--- src/rtl/dq_pkg.sv ---
// Shared opcodes, status codes and controller/datapath interface types for the deque.
`timescale 1ns / 1ps
package dq_pkg;

  localparam int OpW   = 3;
  localparam int DataW = 32;
  localparam int StW   = 2;
  localparam int PosW  = 8;

  localparam logic [OpW-1:0] OP_PUSH_FRONT = 3'd0;
  localparam logic [OpW-1:0] OP_PUSH_BACK  = 3'd1;
  localparam logic [OpW-1:0] OP_POP_FRONT  = 3'd2;
  localparam logic [OpW-1:0] OP_POP_BACK   = 3'd3;
  localparam logic [OpW-1:0] OP_PEEK_FRONT = 3'd4;
  localparam logic [OpW-1:0] OP_PEEK_BACK  = 3'd5;
  localparam logic [OpW-1:0] OP_READ_INDEX = 3'd6;

  localparam logic [StW-1:0] ST_OK        = 2'd0;
  localparam logic [StW-1:0] ST_UNDERFLOW = 2'd1;
  localparam logic [StW-1:0] ST_RANGE     = 2'd2;
  localparam logic [StW-1:0] ST_OVERFLOW  = 2'd3;

  localparam logic [1:0] SEL_FRONT = 2'd0;
  localparam logic [1:0] SEL_BACK  = 2'd1;
  localparam logic [1:0] SEL_INDEX = 2'd2;

  typedef struct packed {
    logic           wr_front;
    logic           wr_back;
    logic           del_front;
    logic           del_back;
    logic           rd_en;
    logic [1:0]     rd_sel;
    logic           res_load;
    logic           res_err;
    logic [StW-1:0] res_status;
    logic           mem_load;
  } cmd_t;

  typedef struct packed {
    logic empty;
    logic full;
    logic index_ok;
    logic out_busy;
  } stat_t;

endpackage

--- src/rtl/dq_ctrl.sv ---
// Deque controller: accepts requests, decodes opcodes, sequences memory reads.
`timescale 1ns / 1ps
module dq_ctrl (
  input  logic                  clk,
  input  logic                  rst,
  input  logic                  s_tvalid,
  output logic                  s_tready,
  input  logic [dq_pkg::OpW-1:0] opcode,
  input  dq_pkg::stat_t         stat,
  output dq_pkg::cmd_t          cmd
);
  import dq_pkg::*;

  localparam logic ST_IDLE = 1'b0;
  localparam logic ST_READ = 1'b1;

  logic state;
  logic state_next;
  logic accept;

  assign s_tready = (state == ST_IDLE) && !stat.out_busy;
  assign accept   = s_tvalid && s_tready;

  always_comb begin
    cmd        = '0;
    state_next = state;
    case (state)
      ST_IDLE: begin
        if (accept) begin
          cmd.res_load = 1'b1;
          case (opcode)
            OP_PUSH_FRONT, OP_PUSH_BACK: begin
              if (stat.full) begin
                cmd.res_err    = 1'b1;
                cmd.res_status = ST_OVERFLOW;
              end else begin
                cmd.wr_front = (opcode == OP_PUSH_FRONT);
                cmd.wr_back  = (opcode == OP_PUSH_BACK);
              end
            end
            OP_POP_FRONT, OP_POP_BACK: begin
              if (stat.empty) begin
                cmd.res_err    = 1'b1;
                cmd.res_status = ST_UNDERFLOW;
              end else begin
                cmd.del_front = (opcode == OP_POP_FRONT);
                cmd.del_back  = (opcode == OP_POP_BACK);
              end
            end
            OP_PEEK_FRONT, OP_PEEK_BACK: begin
              if (stat.empty) begin
                cmd.res_err    = 1'b1;
                cmd.res_status = ST_UNDERFLOW;
              end else begin
                // result comes from memory next cycle
                cmd.res_load = 1'b0;
                cmd.rd_en    = 1'b1;
                cmd.rd_sel   = (opcode == OP_PEEK_FRONT) ? SEL_FRONT : SEL_BACK;
                state_next   = ST_READ;
              end
            end
            OP_READ_INDEX: begin
              if (!stat.index_ok) begin
                cmd.res_err    = 1'b1;
                cmd.res_status = ST_RANGE;
              end else begin
                cmd.res_load = 1'b0;
                cmd.rd_en    = 1'b1;
                cmd.rd_sel   = SEL_INDEX;
                state_next   = ST_READ;
              end
            end
            default: begin
              cmd.res_status = ST_OK;
            end
          endcase
        end
      end
      ST_READ: begin
        cmd.mem_load = 1'b1;
        state_next   = ST_IDLE;
      end
      default: begin
        state_next = ST_IDLE;
      end
    endcase
  end

  always_ff @(posedge clk) begin
    if (rst) begin
      state <= ST_IDLE;
    end else begin
      state <= state_next;
    end
  end

  a_read_one_cycle: assert property (@(posedge clk) disable iff (rst)
    (state == ST_READ) |=> (state == ST_IDLE))
    else $error("read state lasted more than one cycle");

  a_no_accept_in_read: assert property (@(posedge clk) disable iff (rst)
    (state == ST_READ) |-> !s_tready)
    else $error("request accepted while a memory read is pending");

endmodule

--- config.mk ---
export PLATFORM = sky130hd
export DESIGN_NAME = dq_ctrl
export DESIGN_NICKNAME = d
export VERILOG_FILES = /design/src/rtl/dq_pkg.sv /design/src/rtl/dq_ctrl.sv
export SDC_FILE = /design/constraint.sdc
export NUM_CORES = 1
export LEC_CHECK = 0
export ABC_AREA = 1
export BUFFER_PORTS_ARGS = -buffer_cell sky130_fd_sc_hd__buf_4
export CAP_MARGIN = 20
export CORE_AREA = 2 2 39 41
export DETAILED_ROUTE_END_ITERATION = 16
export DIE_AREA = 0 0 41 43
export PLACE_DENSITY = 0.53
export SYNTH_ARGS = -nofsm -noshare
export SYNTH_HDL_FRONTEND = slang
export SYNTH_SLANG_ARGS = --single-unit
--- constraint.sdc ---
create_clock -name clk -period 1.55 [get_ports clk]
set_input_delay 0.31 -clock clk [delete_from_list [all_inputs] [get_ports clk]]
set_output_delay 0.31 -clock clk [all_outputs]
set_load 0.02 [all_outputs]
-- Yosys cells after proc, flatten, opt, wreduce, memory -nomap -nowiden
Index checks and enable logic that the tools add are counted.
- bits in registers: 1
- word-level logic and storage cells: 37
- equality and inequality tests: 6
- mux-type cells: 21
- bitwise operators: 1
- reduce and logical (&&, ||, !) cells: 8
- operator list (cell ; number):
    two-way mux 11 bit ; 2
    == test 3 bit (second input constant) ; 3
    two-way mux 3 bit ; 3
    two-way mux 2 bit ; 4
    two-way mux 4 bit ; 2
    one-hot mux 4 bit (2 select lines) ; 1
    == test 3 x 2 -> 1 bit (second input constant) ; 2
    one-hot mux 2 bit (3 select lines) ; 1
    OR reduction 2 bit ; 3
    two-way mux 1 bit ; 5
    one-hot mux 1 bit (2 select lines) ; 2
    OR reduction 4 bit ; 1
    == test 3 x 1 -> 1 bit (second input constant) ; 1
    zero test 3 bit ; 1
    one-hot mux 1 bit (3 select lines) ; 1
    logical AND 1 bit ; 2
    zero test 1 bit ; 1
    NOT 1 bit ; 1

-- Longest topological paths before layout
Gate-level depths: netlist (run 1).
- word-level depth: 6
- gate-level depth with buffers: 6

-- Worst setup path after synthesis (run 1)
Ideal clock, no wire load.
- path kind: input-to-output
- start point: in stat[0] (netlist name)
- end point: out cmd[10] (netlist name)
- data arrival time: 1.232 ns
- required time: 1.240 ns
- setup slack: 0.008 ns
- stages on the path: 4
- path buffers: 0
- cell sequence: nor2_2 > nand2_2 > or2_1 > nor2_1
- RTL lines (what ; line ; source):
    start, declared ; dq_ctrl.sv:9 ; input dq_pkg::stat_t stat,
    end, declared ; dq_ctrl.sv:10 ; output dq_pkg::cmd_t cmd

==> results of run 1 <==
worst register-to-register path: cells and delay by family, from the launching register on:
family	cells	cell delay, ps
flip-flops	1	290
AND/OR/NAND/NOR	4	380
buffers and inverters	1	80
final cells by class:
class                   instances  area share
repair buffers                 22       0.424
multi-input cells              34       0.386
inverters                       9      0.0868
flip-flops and latches          1      0.0514
well taps                      16      0.0514
per-layer routing:
| layer | part of all wire | vias up | track usage |
|---|---|---|---|
| met4 | 0 | 0 | 0 |
| met5 | 0 | - | 0 |
| met3 | 0.067 | 0 | 0.00524 |
| met1 | 0.43 | 123 | 0.0952 |
| met2 | 0.51 | 8 | 0.128 |
| li1 | - | 177 | - |
worst max path at each step:
| stage | to | depth (start not counted) | slack, ps | startpoint |
|---|---|---|---|---|
| 2_1_floorplan | cmd[10] | 4 | 8 | stat[0] |
| 3_3_place_gp | cmd[11] | 6 | 100 | stat[0] |
| 3_5_place_dp | cmd[10] | 6 | 90 | stat[0] |
| 4_1_cts | cmd[10] | 6 | 90 | stat[0] |
| 5_1_grt | cmd[10] | 6 | 8 | stat[0] |
| 6_report | cmd[10] | 6 | 110 | stat[0] |
through the flow:
step,std cells,area [µm²],utilization,worst slack [ps]
floorplan,45,206,-,7.72
global placement,82,384,0.278,99.1
detailed placement,82,384,0.278,87.9
CTS,82,384,0.278,87.6
global route,82,389,0.281,8.26
finish,82,389,0.281,109
power by group through the flow:
stage,Clock [mW],Combinational [mW],Sequential (mW)
after floorplan,0,0.0387,0.0269
after global placement,0,0.0782,0.0269
after detailed placement,0,0.0784,0.0269
after CTS,0,0.0786,0.0269
after global routing,0,0.0881,0.0269
final,0,0.0791,0.0269
Yosys cell counts:
| cell | n | share of area |
|---|---|---|
| nand2_1 | 15 | 0.27 |
| inv_1 | 9 | 0.16 |
| nor2_1 | 9 | 0.16 |
| nor3_1 | 3 | 0.073 |
| nand3_1 | 2 | 0.048 |
| a21oi_1 | 1 | 0.024 |
| buf_4 | 1 | 0.036 |
| dfxtp_1 | 1 | 0.097 |
| nand2_2 | 1 | 0.030 |
| nand4_1 | 1 | 0.030 |
| nor2_2 | 1 | 0.030 |
| or2_1 | 1 | 0.030 |
kinds of logic after synthesis:
| group | synth area share |
|---|---|
| buf+inv | 0.200 |
| simple gates | 0.679 |
| compound gates | 0.0242 |
| flops | 0.0970 |
repair_timing:
item | 4_1_cts | 5_1_grt
resized for setup | 0 | 1
hold buffers | 0 | 0
endpoints found under the setup margin | 0 | 1
buffers inserted | 0 | 0
hold endpoints to repair | 0 | 0
==> run_results.csv, run 1 <==
group,metric,value,unit
run_status,status,"completed",
pwr,vdd_drop_max,0.0921,mV
worst_setup_path,timing.rr.end,"state",
pwr,powerDensity,272,nW/µm²
floorplanning,die-area,1760,µm²
worst_setup_path,r2r_start,"state",
worst_setup_path,startpoint_type,"input pin",
worst_setup_path,crit_type,"in2out",
floorplanning,ios,23,
floorplanning,fp.coreArea,1380,µm²
grt,grt_pass1_vias,257,
synthesis,yosysUniqueCellTypes,12,
route,dr.pass1.iters,2,
route,drt-initial-drc-count,1,
synthesis,synthCells,45,
synthesis,yosysSeqAreaShare,0.0970,
floorplanning,start_util,0.149,
sta,fin_crit_sh,0.929,
hold_path,min_from,"rst",
final_layout,mostFrequentLayoutCells,"buf_4 (22), nand2_1 (15), nor2_1 (9), inv_1 (9), nor3_1 (3)",
flow_run,max_cap_viol_count,0,
worst_setup_path,path_max_fanout,9,
final_layout,largest_register_ffs,1,
final_layout,areaGrowthSynthToFinish,88.5,%
worst_setup_path,cp_cell_sequence,"buf_4 > nor2_2 > nand2_4 > or2_1 > nor2_1 > buf_4",
route,vias_per_cell,3.76,
pwr,power.switching,0.0438,mW
final_layout,regArea,20.0,µm²
sta,relSlewSlack,0.871,
clock_network,clkTransAtPathRegs,0,ps
worst_setup_path,cpLargestDelayFamily,"simple AND/OR/NAND/NOR gates",
route,drc_errors,0,
place,hpwlAfterDp,561,µm
sta,fin_crit,1440,ps
synthesis,synth.avg_cell_area,4.59,µm²
final_layout,top_register,"state",
hold_path,hold_depth,2,
grt,grt_remaining_overflow,0,
sta,tightestPinTransition,192,ps
sta,fmax,0.694,GHz
worst_setup_path,crit_arrival,1130,ps
worst_setup_path,worst-r2r-setup-slack,740,ps
route,wl_per_cell,7.67,µm
synthesis,synth_area,206,µm²
floorplanning,die_x,41,µm
sta,setup_viol_count_final,0,
grt,antenna_found_initial,0,
grt,track_usage,0.0720,
pwr,fin_total_pwr,0.106,mW
hold_path,hold_class,"in2reg",
floorplanning,rows,14,
synthesis,yosys_warnings,0,
pwr,clkPwrFrac,0,
worst_setup_path,crit_buf_inv,2,
final_layout,reg_top3,"state (1)",
final_layout,layout_commonest_cell,"buf_4",
worst_setup_path,cp-end-kind,"output pin",
route,via_count,308,
clock_network,clk-insertion-delay-late,0,ps
sta,slew_viol_final,0,
pwr,switching_share,0.413,
worst_setup_path,cp.required,1240,ps
pwr,leakage,0.253,nW
grt,grt_max_degree,10,
synthesis,syn_nets,55,
worst_setup_path,r2r_cells,5,
pwr,p_comb_frac,0.746,
sta,timing.hold.ws,468,ps
floorplanning,die_y,43,µm
worst_setup_path,critPathMaxStageDelay,230,ps
sta,fin_skew,0,ps
route,antenna_left,0,
route,routed_wl,629,µm
final_layout,multi_input_area,150,µm²
final_layout,num_antenna_cells,0,
sta,rsz0062_at_grt,"no",
final_layout,fillers,152,
synthesis,synth_seq_cells,1,
place,place.gp.congestion,0.740,
place,io_buffers,22,
sta,hold_viol_final,0,
worst_setup_path,crit_top_cell,"buf_4",
worst_setup_path,slowest_stage,"or2_1",
sta,setup_tns,0,ps
pwr,seqPwrFrac,0.254,
pwr,p_int,0.0622,mW
grt,grt_pass1_wl,979,µm
hold_path,holdPathEnd,"state",
final_layout,final_nets,78,
final_layout,drive_gt1_frac,0.364,
Note: power is estimated with default switching activity, not from simulation.
==> inputs of run 2 (changes only) <==
==> constraint.sdc (replaced) <==
create_clock -name clk -period 1.55 [get_ports clk]
set_input_delay 0.3875 -clock clk [delete_from_list [all_inputs] [get_ports clk]]
set_output_delay 0.3875 -clock clk [all_outputs]
set_load 0.02 [all_outputs]
==> run_results.csv, run 2 (synthesized netlist as in run 1, its figures left out) <==
group,metric,value,unit
run_status,status,"completed",
final_layout,areaGrowthSynthToFinish,132,%
final_layout,drive_gt1_frac,0.588,
sta,tightestPinTransition,237,ps
worst_setup_path,cp.required,1160,ps
worst_setup_path,cp_cell_sequence,"buf_4 > nor2_4 > nand2_4 > or2_4 > nor2_2 > buf_6",
sta,fin_crit_sh,0.985,
floorplanning,rows,14,
worst_setup_path,startpoint_type,"input pin",
grt,grt_remaining_overflow,0,
floorplanning,fp.coreArea,1380,µm²
floorplanning,die_x,41,µm
grt,track_usage,0.0760,
final_layout,layout_commonest_cell,"buf_4",
final_layout,num_antenna_cells,0,
floorplanning,die_y,43,µm
final_layout,mostFrequentLayoutCells,"buf_4 (20), nand2_1 (10), inv_1 (8)",
route,antenna_left,0,
worst_setup_path,slowest_stage,"or2_4",
pwr,leakage,0.275,nW
sta,fin_skew,0,ps
flow_run,max_cap_viol_count,0,
floorplanning,start_util,0.149,
grt,grt_pass1_vias,265,
worst_setup_path,cpLargestDelayFamily,"simple AND/OR/NAND/NOR gates",
sta,rsz0062_at_grt,"yes",
pwr,vdd_drop_max,0.0597,mV
final_layout,top_register,"state",
clock_network,clkTransAtPathRegs,0,ps
route,drt-initial-drc-count,6,
sta,relSlewSlack,0.842,
sta,slew_viol_final,0,
worst_setup_path,crit_type,"in2out",
sta,setup_viol_count_final,0,
final_layout,largest_register_ffs,1,
worst_setup_path,critPathMaxStageDelay,240,ps
route,via_count,329,
worst_setup_path,cp-end-kind,"output pin",
sta,fmax,0.655,GHz
route,drc_errors,0,
place,io_buffers,22,
place,hpwlAfterDp,574,µm
grt,grt_pass1_wl,1040,µm
worst_setup_path,crit_buf_inv,2,
place,place.gp.congestion,0.799,
grt,antenna_found_initial,0,
pwr,fin_total_pwr,0.128,mW
worst_setup_path,crit_arrival,1140,ps
route,routed_wl,678,µm
floorplanning,ios,23,
sta,fin_crit,1530,ps
clock_network,cts_setup_buffers,0,
grt,grt_max_degree,7,
final_layout,final_nets,80,
worst_setup_path,path_max_fanout,3,
clock_network,hold_buffers,0,
route,vias_per_cell,3.92,
floorplanning,die-area,1760,µm²
final_layout,reg_top3,"state (1)",
clock_network,clk-insertion-delay-late,0,ps
sta,hold_viol_final,0,
pwr,powerDensity,267,nW/µm²
worst_setup_path,worst-r2r-setup-slack,650,ps
route,dr.pass1.iters,4,
route,wl_per_cell,8.07,µm
hold_path,hold_class,"in2reg",
final_layout,postLayoutCoreUtil,0.345,
run 2: cell count changes in the layout (fill, tap and decap cells not counted), moves of 3 or more:
cell,change
buf_6,+3
nor2_1,-4
nand2_1,-5
nor3_2,+3
nor3_1,-3
nand2_2,+5
run 2: worst register-to-register path, cell delays in order, from the launching register on:
cell,delay (ps)
dfxtp_1,310
nor2_4,140
nand2_4,70
buf_12,130
inv_2,60
nand2_2,50
nor2_1,70
run 2: report_power, final:
part / internal (mW) / switching (mW)
sequential: 0.0267 / 0.000368
clock: 0 / 0
combinational: 0.0474 / 0.0532
total: 0.0741 / 0.0536
run 2: final timing paths:
path / from / endpoint / depth (start not counted)
setup / recovery: stat[0] / cmd[11] / 6
hold / removal: rst / state / 2
setup reg to reg: state / state / 6
hold reg to reg: state / state / 6
run 2: cell type report:
| class | instances | area [µm²] |
|---|---|---|
| timing repair buffer | 24 | 204 |
| tap | 16 | 20.0 |
| multi-input combinational | 34 | 200 |
| inverter | 9 | 33.8 |
| fill | 164 | 906 |
| sequential | 1 | 20.0 |
run 2: timing repair:
action	4_1_cts	5_1_grt
resized for setup	3	13
pin swaps	0	5
setup endpoints to repair	4	8
hold endpoints to repair	0	0
run 2: through the flow:
| step | cells | setup WS, ps | setup TNS, ps | hold WS, ps | area, µm² |
|---|---|---|---|---|---|
| after floorplan | 45 | -3.75 | -7.50 | 460 | 221 |
| after global placement | 84 | -19.6 | -21.8 | 545 | 427 |
| after detailed placement | 84 | -15.0 | -20.9 | 546 | 427 |
| after CTS | 84 | -0.667 | -0.667 | 546 | 439 |
| after global routing | 84 | -7.50 | -18.8 | 549 | 478 |
| final | 84 | 23.3 | 0 | 544 | 478 |
run 2: metal layers:
metal | routed length [µm] | GRT usage | vias up
met1 | 266 | 0.117 | 138
met3 | 58 | 0 | 0
met5 | 0 | 0 | -
met4 | 0 | 0 | 0
met2 | 352 | 0.122 | 11
li1 | - | - | 180
==> inputs of run 3 (changes only) <==
--- a/config.mk
+++ b/config.mk
@@ -5,13 +5,12 @@
 export SDC_FILE = /design/constraint.sdc
 export NUM_CORES = 1
 export LEC_CHECK = 0
-export ABC_AREA = 1
 export BUFFER_PORTS_ARGS = -buffer_cell sky130_fd_sc_hd__buf_4
 export CAP_MARGIN = 20
 export CORE_AREA = 2 2 39 41
 export DETAILED_ROUTE_END_ITERATION = 16
 export DIE_AREA = 0 0 41 43
-export PLACE_DENSITY = 0.53
+export PLACE_DENSITY = 0.54
 export SYNTH_ARGS = -nofsm -noshare
 export SYNTH_HDL_FRONTEND = slang
 export SYNTH_SLANG_ARGS = --single-unit
==> run_results.csv, run 3 <==
group,metric,value,unit
run_status,status,"finished, violations left",
run_status,violations,"setup timing",
synthesis,yosysUniqueCellTypes,22,
sta,setup_viol_count_final,2,
floorplanning,start_util,0.164,
route,antenna_left,0,
place,place.gp.congestion,0.782,
grt,grt_pass1_wl,1150,µm
route,dr.pass1.iters,2,
sta,fin_crit,1620,ps
sta,tightestPinTransition,209,ps
worst_setup_path,r2r_cells,4,
grt,track_usage,0.0859,
synthesis,synthTopCellsByArea,"nor3b_1 (9.9%), dfxtp_1 (8.8%), nor4b_1 (7.7%)",
final_layout,largest_register_ffs,1,
sta,hold_viol_final,0,
synthesis,synthTopCellsByCount,"nor2_1 (4), a21oi_1 (3), nor3b_1 (3)",
worst_setup_path,cp-end-kind,"output pin",
sta,fmax,0.617,GHz
synthesis,synth_largest_area_cell,"nor3b_1",
route,routed_wl,783,µm
final_layout,layout_commonest_cell,"buf_4",
worst_setup_path,path_max_fanout,4,
sta,rsz0062_at_grt,"yes",
pwr,vdd_drop_max,0.0967,mV
grt,antenna_found_initial,0,
final_layout,mostFrequentLayoutCells,"buf_4 (26), nor2_1 (4)",
worst_setup_path,slowest_stage,"nor3b_4",
route,drc_errors,0,
synthesis,ys.flop_type,"dfxtp_1",
grt,grt_max_degree,10,
worst_setup_path,startpoint_type,"input pin",
final_layout,postLayoutCoreUtil,0.368,
sta,setup_ws,-71.6,ps
sta,setup_tns,-117,ps
clock_network,hold_buffers,0,
pwr,leakage,0.228,nW
final_layout,areaGrowthSynthToFinish,125,%
floorplanning,rows,14,
worst_setup_path,crit_type,"in2out",
pwr,powerDensity,269,nW/µm²
final_layout,top_register,"state",
flow_run,max_cap_viol_count,0,
clock_network,clkTransAtPathRegs,0,ps
grt,grt_remaining_overflow,0,
worst_setup_path,critPathMaxStageDelay,220,ps
clock_network,clk-insertion-delay-late,0,ps
final_layout,final_nets,71,
hold_path,hold_class,"reg2reg",
worst_setup_path,crit_arrival,1230,ps
synthesis,syn_nets,43,
route,wl_per_cell,10.4,µm
floorplanning,fp.coreArea,1380,µm²
synthesis,synth_edf_count,0,
synthesis,synth_area,226,µm²
worst_setup_path,crit_buf_inv,2,
pwr,fin_total_pwr,0.137,mW
final_layout,reg_top3,"state (1)",
final_layout,num_antenna_cells,0,
floorplanning,die_x,41,µm
synthesis,yosysSeqAreaShare,0.0884,
synthesis,synthCells,33,
final_layout,drive_gt1_frac,0.678,
synthesis,yosys_warnings,0,
place,preCtsSetupSlack,-150,ps
sta,slew_viol_final,0,
worst_setup_path,cp.required,1160,ps
synthesis,synthArstFlopShare,0,
floorplanning,die_y,43,µm
synthesis,synth_seq_cells,1,
route,vias_per_cell,4.43,
hold_path,hold_depth,1,
sta,fin_skew,0,ps
place,hpwlAfterDp,647,µm
route,via_count,332,
worst_setup_path,cp_cell_sequence,"buf_8 > nor3b_4 > nand3b_1 > nor3b_2 > buf_4",
grt,grt_pass1_vias,291,
floorplanning,ios,23,
synthesis,synth.top_cell.area_share,0.0994,
floorplanning,die-area,1760,µm²
synthesis,synth.most_common_cell,"nor2_1",
route,drt-initial-drc-count,1,
synthesis,synth.avg_cell_area,6.86,µm²
clock_network,cts_setup_buffers,0,
worst_setup_path,cpLargestDelayFamily,"simple AND/OR/NAND/NOR gates",
sta,relSlewSlack,0.859,
worst_setup_path,worst-path-stages,5,
place,io_buffers,22,
sta,fin_crit_sh,1.05,
run 3: cell count changes after synthesis, sizes merged, moves of 4 or more:
cell,change
inv,-8
nand2,-14
nor2,-5
nor3b,+4
run 3: routing by layer:
metal / up-vias / GRT usage / routed length [µm]
met5: - / 0 / 0
li1: 175 / - / -
met2: 16 / 0.147 / 358
met3: 0 / 0.0105 / 84
met4: 0 / 0 / 0
met1: 141 / 0.117 / 341
run 3: final timing paths:
| check | startpoint | to | slack (ps) |
|---|---|---|---|
| hold / removal | state | state | 550 |
| hold reg to reg | state | state | 550 |
| setup / recovery | stat[0] | cmd[5] | -70 |
| setup reg to reg | state | state | 550 |
run 3: final cells by class:
cell class | count | area, µm²
multi-input cells | 28 | 233
repair buffers | 29 | 233
well taps | 16 | 20.0
inverters | 1 | 3.75
flip-flops and latches | 1 | 20.0
fillers | 161 | 875
run 3: per-stage QoR:
stage	instance area [µm²]	cells	hold WS, ps
3_3_place_gp	482	75	512
4_1_cts	494	75	553
6_report	509	75	546
2_1_floorplan	264	33	466
5_1_grt	509	75	563
3_5_place_dp	482	75	520
run 3: power by group:
group	internal, mW	switching, mW
sequential	0.0266	0.000594
clock	0	0
combinational	0.0576	0.0520
total	0.0842	0.0526
run 3: cells by family after synthesis:
group           synth area share
compound gates             0.199
buf+inv                    0.105
flops                     0.0884
simple gates               0.608
run 3: what timing repair did:
action | 4_1_cts | 5_1_grt
pin swaps | 5 | 2
endpoints found under the setup margin | 6 | 8
gates resized for setup | 3 | 4
